===== src/rtl/mcdb_pkg.sv =====
package mcdb_pkg;

  // Physical channel count and the number of lanes that are built.
  localparam int unsigned Channels = 8;
  localparam int unsigned Lanes    = (Channels < 8) ? Channels : 8;

  // Fixed field widths.
  localparam int unsigned ChanW  = 8;   // per-channel bit vectors
  localparam int unsigned CntW   = 8;   // mismatch counter and threshold
  localparam int unsigned IdW    = 3;   // channel_id
  localparam int unsigned ActW   = 4;   // active_channels
  localparam int unsigned ThrW   = 64;  // debounce_thresholds
  localparam int unsigned CfgIdW = 1;
  localparam int unsigned CfgW   = 64;
  localparam int unsigned InDataW  = 16;
  localparam int unsigned OutDataW = 32;

  // Configuration register indexes.
  localparam logic [CfgIdW-1:0] RegActiveChannels    = 1'b0;
  localparam logic [CfgIdW-1:0] RegDebounceThresholds = 1'b1;

  typedef enum logic [0:0] {
    FUNC_TICK  = 1'b0,
    FUNC_CLEAR = 1'b1
  } func_e;

  typedef struct packed {
    func_e            func;
    logic [ChanW-1:0] samples;
    logic [IdW-1:0]   channel_id;
  } item_t;

  // Last field in the low bits, so it matches the output tdata packing.
  typedef struct packed {
    logic [ChanW-1:0] fall_events;
    logic [ChanW-1:0] rise_events;
    logic [ChanW-1:0] change_flags;
    logic [ChanW-1:0] stable_levels;
  } result_t;

  typedef struct packed {
    logic            enable;  // tick item and lane below the active count
    logic            clear;   // clear item addressed to this lane, lane below the active count
    logic            sample;
    logic            level;
    logic            flag;
    logic [CntW-1:0] cnt;
    logic [CntW-1:0] thr;
  } lane_in_t;

  typedef struct packed {
    logic            level;
    logic            flag;
    logic [CntW-1:0] cnt;
    logic            rise;
    logic            fall;
  } lane_out_t;

endpackage


===== src/rtl/mcdb_lane.sv =====
module mcdb_lane (
  input  mcdb_pkg::lane_in_t  lane_i,
  output mcdb_pkg::lane_out_t lane_o
);
  import mcdb_pkg::*;

  logic            mismatch;
  logic [CntW-1:0] cnt_inc;
  logic            hit;

  assign mismatch = lane_i.sample != lane_i.level;
  assign cnt_inc  = lane_i.cnt + CntW'(1);
  // Counter wraps, so a zero threshold needs a full wrap.
  assign hit      = mismatch && (cnt_inc == lane_i.thr);

  always_comb begin
    lane_o.level = lane_i.level;
    lane_o.flag  = lane_i.flag;
    lane_o.cnt   = lane_i.cnt;
    lane_o.rise  = 1'b0;
    lane_o.fall  = 1'b0;
    if (lane_i.enable) begin
      lane_o.level = hit ? lane_i.sample : lane_i.level;
      lane_o.flag  = lane_i.flag | hit;
      lane_o.cnt   = (mismatch && !hit) ? cnt_inc : '0;
      lane_o.rise  = hit & lane_i.sample;
      lane_o.fall  = hit & ~lane_i.sample;
    end else if (lane_i.clear) begin
      lane_o.flag = 1'b0;
    end
  end

endmodule


===== src/rtl/mcdb_core.sv =====
module mcdb_core (
  input  logic                         clk_i,
  input  logic                         rst_ni,
  input  logic                         step_i,
  input  mcdb_pkg::item_t              item_i,
  input  logic [mcdb_pkg::ActW-1:0]    active_i,
  input  logic [mcdb_pkg::ThrW-1:0]    thr_i,
  output mcdb_pkg::result_t            result_o
);
  import mcdb_pkg::*;

  logic [Lanes-1:0] level_q, level_d;
  logic [Lanes-1:0] flag_q, flag_d;
  logic [CntW-1:0]  cnt_q [Lanes];
  logic [CntW-1:0]  cnt_d [Lanes];
  logic [Lanes-1:0] rise, fall;

  for (genvar k = 0; k < Lanes; k++) begin : g_lane
    localparam logic [ActW-1:0] LaneA = ActW'(k);
    localparam logic [IdW-1:0]  LaneI = IdW'(k);
    lane_in_t  lin;
    lane_out_t lout;

    assign lin.enable = (item_i.func == FUNC_TICK) && (LaneA < active_i);
    assign lin.clear  = (item_i.func == FUNC_CLEAR) && (item_i.channel_id == LaneI) &&
                        (LaneA < active_i);
    assign lin.sample = item_i.samples[k];
    assign lin.level  = level_q[k];
    assign lin.flag   = flag_q[k];
    assign lin.cnt    = cnt_q[k];
    assign lin.thr    = thr_i[CntW*k +: CntW];

    mcdb_lane u_lane (
      .lane_i (lin),
      .lane_o (lout)
    );

    assign level_d[k] = lout.level;
    assign flag_d[k]  = lout.flag;
    assign cnt_d[k]   = lout.cnt;
    assign rise[k]    = lout.rise;
    assign fall[k]    = lout.fall;

    always_ff @(posedge clk_i or negedge rst_ni) begin
      if (!rst_ni) begin
        cnt_q[k] <= '0;
      end else if (step_i) begin
        cnt_q[k] <= cnt_d[k];
      end
    end
  end

  always_ff @(posedge clk_i or negedge rst_ni) begin
    if (!rst_ni) begin
      level_q <= '0;
      flag_q  <= '0;
    end else if (step_i) begin
      level_q <= level_d;
      flag_q  <= flag_d;
    end
  end

  // Channels beyond the built lanes read as zero.
  for (genvar k = 0; k < ChanW; k++) begin : g_out
    if (k < Lanes) begin : g_live
      assign result_o.stable_levels[k] = level_d[k];
      assign result_o.change_flags[k]  = flag_d[k];
      assign result_o.rise_events[k]   = rise[k];
      assign result_o.fall_events[k]   = fall[k];
    end else begin : g_none
      assign result_o.stable_levels[k] = 1'b0;
      assign result_o.change_flags[k]  = 1'b0;
      assign result_o.rise_events[k]   = 1'b0;
      assign result_o.fall_events[k]   = 1'b0;
    end
  end

endmodule


===== src/rtl/multichannel_counting_debouncer_unit.sv =====
// Multichannel counting debouncer.
// Input stream (s_axis_*): one transaction per item. tuser carries func
// (0 = sample tick, 1 = clear the change flag of channel_id); tdata carries
// samples in bits 7..0 and channel_id in bits 10..8.
// Output stream (m_axis_*): one transaction per input item with stable
// levels, sticky change flags, and rise and fall events for that item.
// Configuration channel (cfg_*): index 0 writes active_channels (low four
// bits), index 1 writes the 64-bit packed thresholds. Always ready; write
// only while no item is in flight.
// Path: an item waits in the input register, then the lane update writes its
// result into the result register, which drives the output stream.
// Throughput: one item per cycle while the receiver keeps tready high, set by
// the lane update of the per-channel counter, level and flag registers.
// Reset: levels, counters, flags and both configuration registers clear;
// both stream stages empty.
// Stall: when the receiver holds tready low the result register holds, the
// input register fills, and then s_axis_tready drops until a slot frees.
module multichannel_counting_debouncer_unit (
  input  logic                           clk_i,
  input  logic                           rst_ni,
  // input stream
  input  logic                           s_axis_tvalid,
  output logic                           s_axis_tready,
  input  logic [mcdb_pkg::InDataW-1:0]   s_axis_tdata,  // samples[7:0], channel_id[10:8], zero
  input  logic                           s_axis_tuser,  // func
  // output stream
  output logic                           m_axis_tvalid,
  input  logic                           m_axis_tready,
  output logic [mcdb_pkg::OutDataW-1:0]  m_axis_tdata,  // stable_levels, change_flags,
                                                        // rise_events, fall_events
  // configuration writes
  input  logic                           cfg_valid_i,
  output logic                           cfg_ready_o,
  input  logic [mcdb_pkg::CfgIdW-1:0]    cfg_index_i,
  input  logic [mcdb_pkg::CfgW-1:0]      cfg_data_i
);
  import mcdb_pkg::*;

  logic              in_valid_q;
  item_t             in_item_q;
  logic              out_valid_q;
  result_t           out_result_q;
  result_t           result;
  logic              step;
  logic [ActW-1:0]   active_q;
  logic [ThrW-1:0]   thr_q;

  // Advance the input register into the state and result register whenever
  // the result slot is empty or being drained this cycle.
  assign step          = in_valid_q && (!out_valid_q || m_axis_tready);
  assign s_axis_tready = !in_valid_q || step;

  always_ff @(posedge clk_i or negedge rst_ni) begin
    if (!rst_ni) begin
      in_valid_q <= 1'b0;
    end else if (s_axis_tready) begin
      in_valid_q <= s_axis_tvalid;
    end
  end

  // Payload: capture only on a completed transaction.
  always_ff @(posedge clk_i) begin
    if (s_axis_tvalid && s_axis_tready) begin
      in_item_q.func       <= func_e'(s_axis_tuser);
      in_item_q.samples    <= s_axis_tdata[ChanW-1:0];
      in_item_q.channel_id <= s_axis_tdata[ChanW +: IdW];
    end
  end

  mcdb_core u_core (
    .clk_i    (clk_i),
    .rst_ni   (rst_ni),
    .step_i   (step),
    .item_i   (in_item_q),
    .active_i (active_q),
    .thr_i    (thr_q),
    .result_o (result)
  );

  always_ff @(posedge clk_i or negedge rst_ni) begin
    if (!rst_ni) begin
      out_valid_q <= 1'b0;
    end else if (step) begin
      out_valid_q <= 1'b1;
    end else if (m_axis_tready) begin
      out_valid_q <= 1'b0;
    end
  end

  always_ff @(posedge clk_i) begin
    if (step) begin
      out_result_q <= result;
    end
  end

  assign m_axis_tvalid = out_valid_q;
  assign m_axis_tdata  = out_result_q;

  // Configuration registers.
  assign cfg_ready_o = 1'b1;

  always_ff @(posedge clk_i or negedge rst_ni) begin
    if (!rst_ni) begin
      active_q <= '0;
      thr_q    <= '0;
    end else if (cfg_valid_i && cfg_ready_o) begin
      unique case (cfg_index_i)
        RegActiveChannels:     active_q <= cfg_data_i[ActW-1:0];
        RegDebounceThresholds: thr_q    <= cfg_data_i[ThrW-1:0];
        default: ;
      endcase
    end
  end

endmodule


===== config.mk =====
export PLATFORM = sky130hd
export DESIGN_NAME = multichannel_counting_debouncer_unit
export DESIGN_NICKNAME = d
export VERILOG_FILES = /design/src/rtl/mcdb_pkg.sv /design/src/rtl/mcdb_lane.sv /design/src/rtl/mcdb_core.sv /design/src/rtl/multichannel_counting_debouncer_unit.sv
export SDC_FILE = /design/constraint.sdc
export NUM_CORES = 1
export LEC_CHECK = 0
export BUFFER_PORTS_ARGS = -buffer_cell sky130_fd_sc_hd__buf_2
export CORE_ASPECT_RATIO = 1.1
export CORE_UTILIZATION = 53
export CTS_CLUSTER_DIAMETER = 50
export CTS_CLUSTER_SIZE = 14
export DETAILED_ROUTE_END_ITERATION = 8
export PLACE_DENSITY = 0.75
export SLEW_MARGIN = 20
export SYNTH_ARGS = -nofsm -noshare
export SYNTH_HDL_FRONTEND = slang
export SYNTH_SLANG_ARGS = --single-unit

===== constraint.sdc =====
create_clock -name clk_i -period 2.8 [get_ports clk_i]
set_clock_uncertainty 0.1 [all_clocks]
set_input_delay 0.28 -clock clk_i [delete_from_list [all_inputs] [get_ports clk_i]]
set_output_delay 0.28 -clock clk_i [all_outputs]
set_load 0.01 [all_outputs]

==> impl_results.rst <==
.. list-table::
   :header-rows: 1

   * - Metric
     - Value
   * - Adder and majority cell fraction of the synthesized area
     - 0.959%
   * - Setup crit end kind
     - flop
   * - Setup repair after global routing missed its margin
     - false
   * - Fin crit share
     - 95.6%
   * - Cell area after technology mapping
     - 10400 sq um
   * - Final RePlAce weighted congestion
     - 0.899
   * - Outcome
     - finished, final reports clean
   * - Top cells by area, synth
     - sky130_fd_sc_hd__dfrtp_1 36%, sky130_fd_sc_hd__edfxtp_1 13%, sky130_fd_sc_hd__mux2_2 8.7%, sky130_fd_sc_hd__xnor2_1 4.4%, sky130_fd_sc_hd__xor2_1 2.6%
   * - # setup viols final
     - 0
   * - Max-cap violations
     - 0
   * - Root buffer cell
     - sky130_fd_sc_hd__clkbuf_16
   * - Post-synthesis area per instance
     - 10.9 sq um
   * - Final Routed Wirelength
     - 24200 um
   * - Critical setup path kind
     - reg -> reg
   * - Relative slew slack
     - 56.6%
   * - Via count
     - 8312
   * - Critical path peak fanout
     - 8
   * - Vias per Instance
     - 5.79
   * - Number of post-CTS setup repair buffers
     - 0
   * - All-Layer GR Usage
     - 24.9%
   * - Synth Flop Type
     - sky130_fd_sc_hd__dfrtp_1
   * - Filler cell count in the final layout
     - 1466
   * - Slew at the pin closest to its max-slew limit
     - 650 ps
   * - DIE WIDTH
     - 136 um
   * - # IOs
     - 122
   * - Total negative setup slack
     - 0 ps
   * - Leakage
     - 5.34 nW
   * - Core area
     - 19200 sq um
   * - Post-synthesis cell type with the largest combined area
     - sky130_fd_sc_hd__dfrtp_1
   * - Site Rows
     - 53
   * - Final layout net count
     - 1271
   * - Number of instances in the synthesized netlist
     - 961
   * - Overflow after GRT
     - 0
   * - Maximum level of the CTS H-tree
     - 4
   * - CTS Buffer Depth
     - 2
   * - Post-Syn Nets
     - 1056
   * - Sequential element share of the synthesized area
     - 48.6%
   * - Number of buffers created by CTS
     - 17
   * - Height of the die
     - 149 um
   * - Clock tree from TritonCTS
     - built
   * - Remaining DRCs
     - 0
   * - Yosys synthesis warning count
     - 0
   * - Ratio of cells with drive above 1 in the final layout
     - 26.2%
   * - Number of optimization iterations in the first detailed-route pass
     - 6
   * - Combined area of the multi-input logic cells
     - 5170 sq um
   * - Mux contribution to synthesized area
     - 9.37%
   * - Area growth, synth to finish
     - 23.4%
   * - Largest incremental delay on the critical path
     - 450 ps
   * - Sequence of cells on the critical path
     - ha_1, a21oi_1, o31a_1, o211a_1, o311a_1, nand2_1, mux2_2
   * - Dominant combinational cell family by area after synthesis
     - simple AND/OR/NAND/NOR gates
   * - Average wire length per cell after detail routing
     - 16.9 um
   * - Synthesized-area fraction occupied by xor and xnor cells
     - 7.05%
   * - Wire length of the first global-routing pass
     - 39300 um
   * - Synth Area in Simple Gates
     - 17.6%
   * - Half-perimeter wire length after placement
     - 16500 um
   * - Number of global-route vias before repair
     - 8004
   * - DIE AREA
     - 20300 sq um
   * - Antenna-violating nets left
     - 0
   * - Sequential cell area
     - 5080 sq um
   * - Maximum clock frequency
     - 0.374 GHz
   * - Number of flops mapped to enable cells by yosys
     - 44
   * - Total non-filler cell area in the finished layout
     - 12900 sq um
   * - Arrival time of the worst setup path
     - 2760 ps
   * - Fin crit period
     - 2680 ps
   * - Count of routing violations after the opening detailed-route iteration
     - 502
   * - Largest net degree at the start of global routing
     - 65
   * - Distinct cell type count after synthesis
     - 84
   * - Antenna violations before repair
     - 0
   * - Initial standard-cell utilization of the core
     - 54.3%
   * - Clock Sinks
     - 194
   * - Clock latency reported for the late side of the worst-skew pair
     - 430 ps
   * - Worst hold-check path type
     - in -> reg
   * - Power density over the cells
     - 627 nW/um^2
   * - IO buf count
     - 115
   * - Register bit count reported by yosys
     - 194
   * - Number of endpoints with negative hold slack in the final report
     - 0
   * - Synth Area in Compound Gates
     - 14.1%
   * - Share of synthesized flip-flops with an asynchronous set or reset
     - 77.3%
   * - Top cell type's share of synthesized area
     - 36.0%
   * - Worst EP required
     - 2880 ps
   * - Clock edge transition at the registers on the reported setup and hold paths
     - 70 ps
   * - Worst supply voltage drop on vdd
     - 427 uV
   * - Instance area after placement
     - 11500 sq um
   * - Inserted Diodes
     - 0
   * - Count of pins over their slew limit
     - 0
   * - Worst-path cell with the longest stage delay
     - sky130_fd_sc_hd__dfrtp_1
   * - Startpoint kind of the worst setup timing path
     - flop
-- cell families after synthesis --
kind of cell,Yosys count
simple gates,342
mux,87
fa+ha+maj,8
compound gates,190
buf+inv,55
other cells,1
flops,194
xor+xnor,84
-- report_power, final --
part	internal [W]	total [W]	leakage, nW	switching [W]
clock	0.00127	0.00232	0.273	0.00105
sequential	0.00328	0.00373	2.26	0.000449
combinational	0.000998	0.00202	2.81	0.00102
total	0.00555	0.00807	5.34	0.00252
-- critical path: cells and delay by family (launching register included) --
family	cells	cell delay [ps]
DFF	1	450
AOI/OAI and AO/OA	4	970
adders and majority gates	1	350
muxes	1	360
and+or+nand+nor	1	200
-- state kept, by name, indices dropped and copies added, names as in the netlist --
name            cells
thr_q              64
u_core.cnt_q       64
m_axis_tdata       32
in_item_q          12
u_core.flag_q       8
u_core.level_q      8
active_q            4
in_valid_q          1
m_axis_tvalid       1
-- cells in the final DEF (no fill, tap or decap), drive strengths merged, types with 5 or more instances in the layout --
cell         Yosys  final
buf             16    163
dfrtp          150    150
mux2            86     86
dlygate4sd3      0     74
nand2           74     74
nor2            59     59
xnor2           53     53
nand3           53     53
edfxtp          44     44
xor2            31     31
o21ai           31     31
o31ai           24     24
nor3            24     24
nand2b          19     19
nor3b           19     19
clkbuf          25     19
a21oi           18     18
or3             18     18
inv             14     15
and3            14     14
o211ai          14     14
a22o            13     13
a221o           13     13
or2             11     11
nor2b           10     10
nand4            8      8
ha               8      8
clkinv           0      8
o2111ai          7      7
o21a             6      6
nor4             6      6
a21o             6      6
o311ai           6      6
nand3b           5      5
o22ai            5      5
-- cell usage after synthesis (4+ instances only) --
master,n
sky130_fd_sc_hd__mux2_2,81
sky130_fd_sc_hd__nor3_1,23
sky130_fd_sc_hd__nor2_1,59
sky130_fd_sc_hd__o21ai_0,30
sky130_fd_sc_hd__nand4_1,8
sky130_fd_sc_hd__o21a_1,6
sky130_fd_sc_hd__nand2_1,72
sky130_fd_sc_hd__a31oi_1,4
sky130_fd_sc_hd__nor4_1,6
sky130_fd_sc_hd__or2_2,10
sky130_fd_sc_hd__o31ai_1,24
sky130_fd_sc_hd__buf_4,5
sky130_fd_sc_hd__a21o_1,6
sky130_fd_sc_hd__nor3b_1,18
sky130_fd_sc_hd__buf_2,9
sky130_fd_sc_hd__a21oi_1,18
sky130_fd_sc_hd__dfrtp_1,150
sky130_fd_sc_hd__nand2b_1,19
sky130_fd_sc_hd__a22o_1,13
sky130_fd_sc_hd__o211a_1,4
sky130_fd_sc_hd__xor2_1,31
sky130_fd_sc_hd__inv_1,13
sky130_fd_sc_hd__o311ai_0,4
sky130_fd_sc_hd__o22ai_1,5
sky130_fd_sc_hd__nand3_1,50
sky130_fd_sc_hd__nand3b_1,5
sky130_fd_sc_hd__clkbuf_1,25
sky130_fd_sc_hd__o211ai_1,14
sky130_fd_sc_hd__nand4b_1,4
sky130_fd_sc_hd__or3_1,17
sky130_fd_sc_hd__nor2b_1,10
sky130_fd_sc_hd__o2111ai_1,5
sky130_fd_sc_hd__a211oi_1,4
sky130_fd_sc_hd__a221o_1,13
sky130_fd_sc_hd__and3_1,14
sky130_fd_sc_hd__xnor2_1,53
sky130_fd_sc_hd__edfxtp_1,44
sky130_fd_sc_hd__mux2_1,5
sky130_fd_sc_hd__or4_1,4
sky130_fd_sc_hd__ha_1,8
sky130_fd_sc_hd__and2_1,4
-- cell type report --
class / count / share of cell area, %
well taps: 247 / 2.40
flip-flops and latches: 194 / 39.4
clock buffers: 19 / 3.52
inverters: 14 / 0.408
multi-input cells: 712 / 40.2
clock inverters: 13 / 0.864
repair buffers: 237 / 13.3
-- path summary, 6_finish.rpt --
path                                  start               end  slack (ps)  cells past startpoint
max in group asynchronous            rst_ni         thr_q[27]        1480                      3
min in group asynchronous            rst_ni         thr_q[23]         290                      2
setup / recovery            u_core.cnt_q[9]   m_axis_tdata[6]         120                      7
hold reg to reg            u_core.flag_q[0]  u_core.flag_q[0]         410                      2
hold / removal                cfg_data_i[3]          thr_q[3]          40                      2
setup reg to reg            u_core.cnt_q[9]   m_axis_tdata[6]         120                      7
-- timing repair --
| item | in CTS | in global routing |
|---|---|---|
| hold buffers | 74 | 0 |
| resized for setup | 1 | 7 |
| endpoints found under the setup margin | 1 | 22 |
| pin swaps | 0 | 1 |
| hold endpoints to repair | 129 | 0 |
-- through the flow --
step | total power, W | setup WS (ps) | cells | utilization (%) | hold WS, ps
after CTS | 0.00810 | 90.9 | 1436 | 66.8 | 14.3
after global routing | 0.00853 | 1.14 | 1436 | 67.0 | 25.6
final | 0.00807 | 123 | 1436 | 67.0 | 35.8
after detailed placement | 0.00569 | 12.3 | 1330 | 60.0 | 204
after global placement | 0.00561 | 137 | 1330 | 60.0 | 209
after floorplan | 0.00509 | 94.1 | 961 | - | -116
-- per-layer routing --
metal,wire (um),global-route usage (%)
met1,10500,32.1
met2,12200,42.4
met3,857,3.36
met4,594,9.49
met5,0,0
Note: power is estimated with default switching activity, not from simulation.
